### src/design/sid_pkg.sv
package sid_pkg;

  // Width of the binary magnitude and of the BCD accumulator.
  localparam int MAG_W  = 64;
  localparam int DIGITS = 20;
  localparam int BCD_W  = 4 * DIGITS;
  localparam int CNT_W  = $clog2(MAG_W);
  localparam int LEN_W  = 5;

  // ASCII codes used in the text.
  localparam logic [7:0] CHAR_ZERO  = 8'h30;
  localparam logic [7:0] CHAR_MINUS = 8'h2D;
  localparam logic [7:0] CHAR_NONE  = 8'h00;

  // Commands from the sequencer to the BCD shift register.
  typedef struct packed {
    logic load;
    logic dabble;
    logic shift_digit;
  } bcd_ctrl_t;

endpackage

### src/design/signed_int_to_decimal_ascii.sv
// Channel  Direction  Handshake               Payload
// in       input      in_valid / in_ready     in_value, in_buffer_size
// out      output     out_valid / out_ready   out_character, out_position, out_is_last,
//                                             out_text_length, out_fits
//
// Each transaction emits the characters of its text, or a single result when the
// text does not fit.
// Most of a transaction is spent in the 64 steps of the double-dabble shift register.
// Reset (rst_n low, synchronous) returns the sequencer to idle and drops out_valid.
// A stalled output holds its transaction; the sequencer waits until the slot frees.
module signed_int_to_decimal_ascii (
  input  logic                      clk,
  input  logic                      rst_n,
  input  logic                      in_valid,
  output logic                      in_ready,
  input  logic signed [63:0]        in_value,
  input  logic [7:0]                in_buffer_size,
  output logic                      out_valid,
  input  logic                      out_ready,
  output logic [7:0]                out_character,
  output logic [sid_pkg::LEN_W-1:0] out_position,
  output logic                      out_is_last,
  output logic [sid_pkg::LEN_W-1:0] out_text_length,
  output logic                      out_fits
);
  import sid_pkg::*;

  typedef enum logic [1:0] {S_IDLE, S_DABBLE, S_NORM, S_EMIT} state_t;

  state_t           state_r, state_nxt;
  logic [CNT_W-1:0] cnt_r, cnt_nxt;
  logic             neg_r, neg_nxt;
  logic [7:0]       cap_r, cap_nxt;
  logic [LEN_W-1:0] ndig_r, ndig_nxt;
  logic [LEN_W-1:0] len_r, len_nxt;
  logic [LEN_W-1:0] pos_r, pos_nxt;
  logic             fits_r, fits_nxt;

  logic             out_valid_r, out_valid_nxt;
  logic [7:0]       out_char_r, out_char_nxt;
  logic [LEN_W-1:0] out_pos_r, out_pos_nxt;
  logic             out_last_r, out_last_nxt;
  logic [LEN_W-1:0] out_len_r, out_len_nxt;
  logic             out_fits_r, out_fits_nxt;

  bcd_ctrl_t        ctrl;
  logic [MAG_W-1:0] load_mag;
  logic [3:0]       top_digit;
  logic [LEN_W-1:0] len_sum;
  logic             last_char;

  // Magnitude as an unsigned number, so the most negative value converts too.
  assign load_mag = in_value[63] ? (~in_value + 64'd1) : in_value;

  sid_bcd u_bcd (
    .clk       (clk),
    .ctrl      (ctrl),
    .load_mag  (load_mag),
    .top_digit (top_digit)
  );

  assign in_ready  = (state_r == S_IDLE);
  assign len_sum   = ndig_r + {{(LEN_W-1){1'b0}}, neg_r};
  assign last_char = (pos_r + 5'd1) == len_r;

  // Sequencer: load, dabble, strip leading zeros, then emit characters.
  always_comb begin
    state_nxt     = state_r;
    cnt_nxt       = cnt_r;
    neg_nxt       = neg_r;
    cap_nxt       = cap_r;
    ndig_nxt      = ndig_r;
    len_nxt       = len_r;
    pos_nxt       = pos_r;
    fits_nxt      = fits_r;
    out_valid_nxt = out_valid_r;
    out_char_nxt  = out_char_r;
    out_pos_nxt   = out_pos_r;
    out_last_nxt  = out_last_r;
    out_len_nxt   = out_len_r;
    out_fits_nxt  = out_fits_r;
    ctrl          = '0;

    if (out_valid_r && out_ready) begin
      out_valid_nxt = 1'b0;
    end

    case (state_r)
      S_IDLE: begin
        if (in_valid) begin
          ctrl.load = 1'b1;
          neg_nxt   = in_value[63];
          cap_nxt   = in_buffer_size;
          cnt_nxt   = '0;
          ndig_nxt  = LEN_W'(DIGITS);
          state_nxt = S_DABBLE;
        end
      end
      S_DABBLE: begin
        ctrl.dabble = 1'b1;
        cnt_nxt     = cnt_r + 1'b1;
        if (cnt_r == CNT_W'(MAG_W - 1)) begin
          state_nxt = S_NORM;
        end
      end
      S_NORM: begin
        // Zero keeps one digit; otherwise drop leading zero digits.
        if (top_digit == 4'd0 && ndig_r > 5'd1) begin
          ctrl.shift_digit = 1'b1;
          ndig_nxt         = ndig_r - 5'd1;
        end else begin
          len_nxt   = len_sum;
          fits_nxt  = {3'd0, len_sum} < cap_r;
          pos_nxt   = '0;
          state_nxt = S_EMIT;
        end
      end
      S_EMIT: begin
        if (!out_valid_r || out_ready) begin
          out_valid_nxt = 1'b1;
          if (!fits_r) begin
            out_char_nxt = CHAR_NONE;
            out_pos_nxt  = '0;
            out_last_nxt = 1'b1;
            out_len_nxt  = '0;
            out_fits_nxt = 1'b0;
            state_nxt    = S_IDLE;
          end else begin
            if (neg_r && pos_r == 5'd0) begin
              out_char_nxt = CHAR_MINUS;
            end else begin
              out_char_nxt     = CHAR_ZERO | {4'd0, top_digit};
              ctrl.shift_digit = 1'b1;
            end
            out_pos_nxt  = pos_r;
            out_last_nxt = last_char;
            out_len_nxt  = len_r;
            out_fits_nxt = 1'b1;
            pos_nxt      = pos_r + 5'd1;
            if (last_char) begin
              state_nxt = S_IDLE;
            end
          end
        end
      end
      default: begin
        state_nxt = S_IDLE;
      end
    endcase
  end

  // State and registered outputs.
  always_ff @(posedge clk) begin
    if (!rst_n) begin
      state_r     <= S_IDLE;
      out_valid_r <= 1'b0;
    end else begin
      state_r     <= state_nxt;
      out_valid_r <= out_valid_nxt;
    end
    cnt_r      <= cnt_nxt;
    neg_r      <= neg_nxt;
    cap_r      <= cap_nxt;
    ndig_r     <= ndig_nxt;
    len_r      <= len_nxt;
    pos_r      <= pos_nxt;
    fits_r     <= fits_nxt;
    out_char_r <= out_char_nxt;
    out_pos_r  <= out_pos_nxt;
    out_last_r <= out_last_nxt;
    out_len_r  <= out_len_nxt;
    out_fits_r <= out_fits_nxt;
  end

  assign out_valid       = out_valid_r;
  assign out_character   = out_char_r;
  assign out_position    = out_pos_r;
  assign out_is_last     = out_last_r;
  assign out_text_length = out_len_r;
  assign out_fits        = out_fits_r;

  // A text that fits never places a character past its own length.
  a_pos_in_text: assert property (@(posedge clk) disable iff (!rst_n)
    out_valid && out_fits |-> out_position < out_text_length)
    else $error("character position beyond text length");

  // The last character of a fitting text sits at the final position.
  a_last_at_end: assert property (@(posedge clk) disable iff (!rst_n)
    out_valid && out_fits && out_is_last |-> (out_position + 5'd1) == out_text_length)
    else $error("last flag not on final position");

  // A text that does not fit gives one empty result.
  a_no_fit: assert property (@(posedge clk) disable iff (!rst_n)
    out_valid && !out_fits |->
      out_character == CHAR_NONE && out_text_length == 5'd0 && out_is_last)
    else $error("malformed not-fitting result");

  // Past the first place only decimal digits appear.
  a_digit_char: assert property (@(posedge clk) disable iff (!rst_n)
    out_valid && out_fits && out_position != 5'd0 |->
      out_character >= CHAR_ZERO && out_character <= 8'h39)
    else $error("non-digit character after first position");

endmodule

### src/design/sid_bcd.sv
module sid_bcd (
  input  logic                      clk,
  input  sid_pkg::bcd_ctrl_t        ctrl,
  input  logic [sid_pkg::MAG_W-1:0] load_mag,
  output logic [3:0]                top_digit
);
  import sid_pkg::*;

  logic [MAG_W-1:0] mag_r, mag_nxt;
  logic [BCD_W-1:0] bcd_r, bcd_nxt;
  logic [BCD_W-1:0] adj;

  // Add three to every BCD digit of five or more before the next doubling.
  always_comb begin
    for (int i = 0; i < DIGITS; i++) begin
      if (bcd_r[4*i +: 4] >= 4'd5) begin
        adj[4*i +: 4] = bcd_r[4*i +: 4] + 4'd3;
      end else begin
        adj[4*i +: 4] = bcd_r[4*i +: 4];
      end
    end
  end

  // One binary bit moves into the BCD register per dabble step; digit shifts
  // bring the next decimal digit to the top.
  always_comb begin
    mag_nxt = mag_r;
    bcd_nxt = bcd_r;
    if (ctrl.load) begin
      mag_nxt = load_mag;
      bcd_nxt = '0;
    end else if (ctrl.dabble) begin
      bcd_nxt = {adj[BCD_W-2:0], mag_r[MAG_W-1]};
      mag_nxt = {mag_r[MAG_W-2:0], 1'b0};
    end else if (ctrl.shift_digit) begin
      bcd_nxt = {bcd_r[BCD_W-5:0], 4'd0};
    end
  end

  always_ff @(posedge clk) begin
    mag_r <= mag_nxt;
    bcd_r <= bcd_nxt;
  end

  assign top_digit = bcd_r[BCD_W-1 -: 4];

endmodule

### config.mk
export PLATFORM = sky130hd
export DESIGN_NAME = signed_int_to_decimal_ascii
export DESIGN_NICKNAME = d
export VERILOG_FILES = /design/src/design/sid_pkg.sv /design/src/design/signed_int_to_decimal_ascii.sv /design/src/design/sid_bcd.sv
export SDC_FILE = /design/constraint.sdc
export NUM_CORES = 1
export LEC_CHECK = 0
export BUFFER_PORTS_ARGS = -buffer_cell sky130_fd_sc_hd__buf_2
export CORE_MARGIN = 10
export CORE_UTILIZATION = 55
export CTS_CLUSTER_DIAMETER = 40
export DETAILED_ROUTE_END_ITERATION = 10
export PLACE_DENSITY = 0.71
export SYNTH_ARGS = -nofsm -noshare
export SYNTH_HDL_FRONTEND = slang
export SYNTH_HIERARCHICAL = 1
export SYNTH_SLANG_ARGS = --single-unit
### constraint.sdc
create_clock -name clk -period 5.05 [get_ports clk]
set_input_delay 0 -clock clk [delete_from_list [all_inputs] [get_ports clk]]
set_output_delay 0 -clock clk [all_outputs]
set_load 0.01 [all_outputs]
After elaboration in Yosys (flattened, before gate mapping)

Index checks and enable logic that the tools add are counted.

Muxes and demuxes: 54
Order comparisons: 22
Equality and inequality tests: 12
Bitwise logic cells: 3
Add/sub/neg operators: 25
Reductions and logical operators: 21

Operators with widths:

| operator                                                               | number |
|---|---|
| 64-bit two-way mux                                                     | 3 |
| 80-bit two-way mux                                                     | 2 |
| 4-bit by 3-bit >= comparator with 1-bit output (second input constant) | 20 |
| 4-bit by 2-bit adder with 4-bit output (second input constant)         | 19 |
| 4-bit two-way mux                                                      | 19 |
| 64-bit by 1-bit adder with 64-bit output (second input constant)       | 1 |
| 64-bit inverter                                                        | 1 |
| 5-bit two-way mux                                                      | 6 |
| 5-bit case mux with 2 select lines                                     | 2 |
| 2-bit two-way mux                                                      | 6 |
| 2-bit != test (second input constant)                                  | 6 |
| 6-bit case mux with 2 select lines                                     | 1 |
| 1-bit two-way mux                                                      | 11 |
| 2-bit nonzero test                                                     | 5 |
| 5-bit by 8-bit less-than comparator with 1-bit output                  | 1 |
| 2-bit case mux with 4 select lines                                     | 1 |
| 2-bit AND reduction                                                    | 4 |
| 6-bit by 1-bit adder with 6-bit output (second input constant)         | 1 |
| 6-bit == test (second input constant)                                  | 1 |
| 6-bit two-way mux                                                      | 1 |
| 5-bit by 1-bit adder with 5-bit output                                 | 1 |
| 5-bit by 1-bit adder with 5-bit output (second input constant)         | 1 |
| 5-bit == test                                                          | 1 |
| 5-bit by 1-bit > comparator with 1-bit output (second input constant)  | 1 |
| other kinds (18)                                                       | 22 |

Bits of input ports: 76
Output and inout port bits: 22
Flip-flop bits (word level): 198

Longest topological paths before layout

Depth after elaboration: 8
Gate-level depth with buffers: 12
Depth with buffers taken out: 10

By module

The synthesis kept the hierarchy.

By module, submodules not included:

| module                      | cells an instance | times used | area each (um2) |
|---|---|---|---|
| sid_bcd                     | 774               | 1          | 8003.9 |
| signed_int_to_decimal_ascii | 381               | 1          | 3872.5 |

Least setup slack after synthesis

OpenSTA, ideal clock, no wires.

Path type: register to register
Start point: register state_r[0]
End point: register u_bcd.bcd_r[10]
Arrival: 3694 ps
Slack: 1126 ps
Stages on the path, launching flop included: 9
Setup time: 230 ps
Cell sequence: dfxtp_1 > inv_1 > ha_1 > and2_1 > buf_2 > nor2_1 > inv_2 > buf_1 > o221ai_1

RTL lines:

| item                   | line                               | source |
|---|---|---|
| from (decl)            | signed_int_to_decimal_ascii.sv:30  | `state_t state_r, state_nxt;` |
| from (signal assigned) | signed_int_to_decimal_ascii.sv:158 | `state_r <= state_nxt;` |
| to (signal assigned)   | sid_bcd.sv:42                      | `bcd_r <= bcd_nxt;` |
| to (decl)              | sid_bcd.sv:10                      | `logic [BCD_W-1:0] bcd_r, bcd_nxt;` |

==> impl_results.md <==
- Post-CTS setup buffer count: 0
- Startpoint Class: register
- Vias in the first global route: 8,569
- Total Nets Final: 1,353
- Initial core utilization: 56.1%
- Crit Path Category: reg -> reg
- Final Hold Violating Endpoints: 0
- Worst VDD drop: 0.305 mV
- Yosys reg bits: 196
- Crit-path cells: inv_1 > ha_1 > and2_4 > buf_4 > buf_4 > mux2_2
- Peak Freq: around 300 MHz
- Pwr Total: roughly 7.2 mW
- IO Port Bufs: 95
- Syn Inst Count: 1,155
- Clk buf depth: 2
- Final count of pins violating max slew: 0
- Post-Route WL: 25,300 um
- Cell mode on critical path: buf_4
- Reg area: 5050 um2
- GR Overflow Total: 0
- Reg-to-reg setup timing slack: 1.72 ns
- RR Startpoint: state_r[0]
- Via-to-Cell Ratio: 5.97
- TritonCTS Buffers: 17
- Final setup TNS: 0 ns
- WP data required: around 5.2 ns
- Number of synthesized flops with an enable pin: 113
- Mapped cell area: approximately 12,000 um2
- Yosys cell types: 59
- Largest net degree at the start of global routing: 85
- Skew-Pair Late Insertion Delay: ~0.44 ns
- Multi-input logic area: 6290 um2
- Asr flop ratio synth: 0%
- Status: completed
- DIE AREA: roughly 28,000 um2
- DRT iter0 DRCs: 659
- Reg2Reg Depth: 6
- Initial antenna violation count: 2
- DRC: 0
- Critical-path top delay cell: buf_4
- Worst Hold End: u_bcd/mag_r[22]
- First-pass GRT wire length: 42,300 um
- Cell area after layout: between 10,000 and 15,000 um2
- H-tree depth: 4
- Root Driver: clkbuf_16
- Synth-to-Final Area Change: 11.2%
- WHS Path Cells: 3
- Wire length per cell: about 17 um
- Filler cell count: between 1.5k and 2k
- Leak pwr: 4.50 nW
- Placement Rows: 53
- Worst setup margin: 1.72 ns
- HP Start: in_value[22]
- Core Region: 21,200 um2
- CTS tree: built
- DR vias: 9,008
- RSZ-0062 raised after global routing: no
- Setup Skew: 0.0140 ns
- Die height: 167 um
- Yosys warning total: 6
- Final min period: about 3.3 ns
- Final Util: 62.5%
- I/O pins: 98
- HP Class: in -> reg
- Seq/Total Area, Yosys: 42.6%
- Reg2Reg Capture Point: u_bcd/mag_r[56]
- Critical Path Sink Type: register
- Worst-Margin Slew: around 1.1 ns
- Routability cong.: about 0.8
- Placed inst area: 12,400 um2
- Clock slew at reported path FFs: 0.08 ns
- Final setup vio count: 0
- Setup WS pre-CTS: about 1.8 ns
- Slew HR: 27.7%
- Period utilization: 66.0%
- Max cap viols: 0
- Cell area power density: 545 nW/um2
- Post-DP HPWL: 16,900 um
- Die Width: 167 um
- Post-synth top flop: edfxtp_1
- Post-DRT Antenna Nets: 0
- Avg Synthesized Cell Area: about 10 um2
- GRT Util Overall: 17.5%
- DR pass1 iterations: 5
- Worst path max stage delay: 0.74 ns
- Worst Path Max Fanout: 84
- Layout cells sized above 1: a little under a fifth
- PostCTS Resize Cnt: 0
- Crit path arrival time: 3.52 ns
- Clk sinks: 196
-- area by class of cell --
cell class | instances | area share, %
Clock buffer | 17 | 3.22
Inverter | 57 | 1.63
Sequential cell | 196 | 38.3
Timing Repair Buffer | 116 | 5.13
Clock inverter | 15 | 1.54
Tap cell | 275 | 2.60
Multi-Input combinational cell | 833 | 47.6
Antenna cell | 1 | 0.0189
-- Yosys cell counts, types with 9 or more instances --
library cell / n / area share [%]
a211oi_1: 25 / 1.6
a21oi_1: 62 / 2.6
a32oi_1: 19 / 1.4
and2_1: 24 / 1.3
buf_2: 26 / 1.1
clkbuf_1: 27 / 0.85
dfxtp_1: 83 / 14
edfxtp_1: 113 / 29
ha_1: 56 / 5.9
inv_1: 56 / 1.8
mux2_2: 75 / 7.1
mux2i_1: 27 / 2.3
nand2_1: 62 / 2.0
nand2b_1: 28 / 1.5
nand3_1: 20 / 0.84
nand4b_1: 39 / 2.9
nor2_1: 57 / 1.8
nor2b_1: 9 / 0.47
nor3_1: 9 / 0.38
nor3b_1: 32 / 2.0
o21ai_0: 60 / 2.5
o221ai_1: 27 / 2.0
o311ai_0: 11 / 0.81
o31ai_1: 21 / 1.3
o41ai_1: 10 / 0.74
or3_1: 12 / 0.63
or4_1: 10 / 0.63
xnor2_1: 73 / 5.4
-- metal layers --
layer	global-route usage, %	wire (um)	vias up
met1	23.1	11900	4367
met5	0	18	-
li1	-	-	4455
met2	28.8	12200	157
met3	2.99	920	27
met4	4.96	304	2
-- cells by family after synthesis --
group / after synthesis / synth area share [%]
AND/OR/NAND/NOR: 327 / 16.1
AO/OA/AOI/OAI: 267 / 15.4
flip-flops: 196 / 42.6
buffers and inverters: 127 / 4.73
multiplexers: 102 / 9.39
XOR/XNOR: 79 / 5.94
adder cells (fa/ha/maj): 56 / 5.90
other: 1 / 0.0316
-- cells in the final DEF, fill, tap and decap left out, types with 10 or more instances in the layout --
| cell | n |
|---|---|
| buf_2 | 95 |
| inv_1 | 56 |
| edfxtp_1 | 113 |
| nand3_1 | 20 |
| and2_1 | 23 |
| a32oi_1 | 19 |
| mux2i_1 | 27 |
| dfxtp_1 | 83 |
| nor3b_1 | 32 |
| nand2b_1 | 28 |
| nor2_1 | 56 |
| xnor2_1 | 73 |
| ha_1 | 55 |
| o31ai_1 | 21 |
| a211oi_1 | 25 |
| mux2_2 | 75 |
| dlygate4sd3_1 | 13 |
| or4_1 | 10 |
| a21oi_1 | 62 |
| o21ai_0 | 60 |
| o41ai_1 | 10 |
| or3_1 | 12 |
| o221ai_1 | 27 |
| nand2_1 | 62 |
| clkbuf_16 | 17 |
| o311ai_0 | 11 |
| nand4b_1 | 39 |
-- power by group --
part           switching, mW  total (mW)  internal [mW]
clock                  0.669        1.43          0.761
sequential             0.452        2.93           2.48
combinational           1.62        2.84           1.22
-- worst max path at each step --
stage / from / endpoint / slack (ns) / cells past startpoint
CTS: state_r[1] / u_bcd/mag_r[56] / 1.74 / 6
global route: state_r[1] / u_bcd/mag_r[35] / 1.49 / 6
global placement: state_r[1] / u_bcd/mag_r[27] / 1.81 / 6
floorplan: state_r[0] / u_bcd/bcd_r[10] / 1.13 / 8
finish: state_r[0] / u_bcd/mag_r[56] / 1.72 / 6
detailed placement: state_r[1] / u_bcd/mag_r[27] / 1.75 / 6
-- registers in the layout (all words and copies together), names as in the netlist --
name and flops:
u_bcd/bcd_r 80, u_bcd/mag_r 64, cap_r 8, cnt_r 6, out_character 6, len_r 5, ndig_r 5, out_position 5
out_text_length 5, pos_r 5, state_r 2, fits_r 1, neg_r 1, out_fits 1, out_is_last 1, out_valid 1
-- worst max-delay path: cells and delay by family (launching register included) --
kind	cells	cell delay, ns
fa+ha+maj	1	0.23
buf+inv	3	1.57
flops	1	0.38
mux	1	0.42
simple gates	1	0.41
-- metrics by stage --
step,hold slack (ns),std cells
6_report,0.00316,1510
5_1_grt,0.0185,1509
4_1_cts,0.00160,1509
3_5_place_dp,0.178,1464
3_3_place_gp,0.180,1464
2_1_floorplan,0.0989,1156
-- timing repair --
action                     in CTS  in global routing
setup endpoints to repair       0                  0
hold endpoints to repair       14                  0
hold buffers                   13                  0
Note: power is estimated with default switching activity, not from simulation.
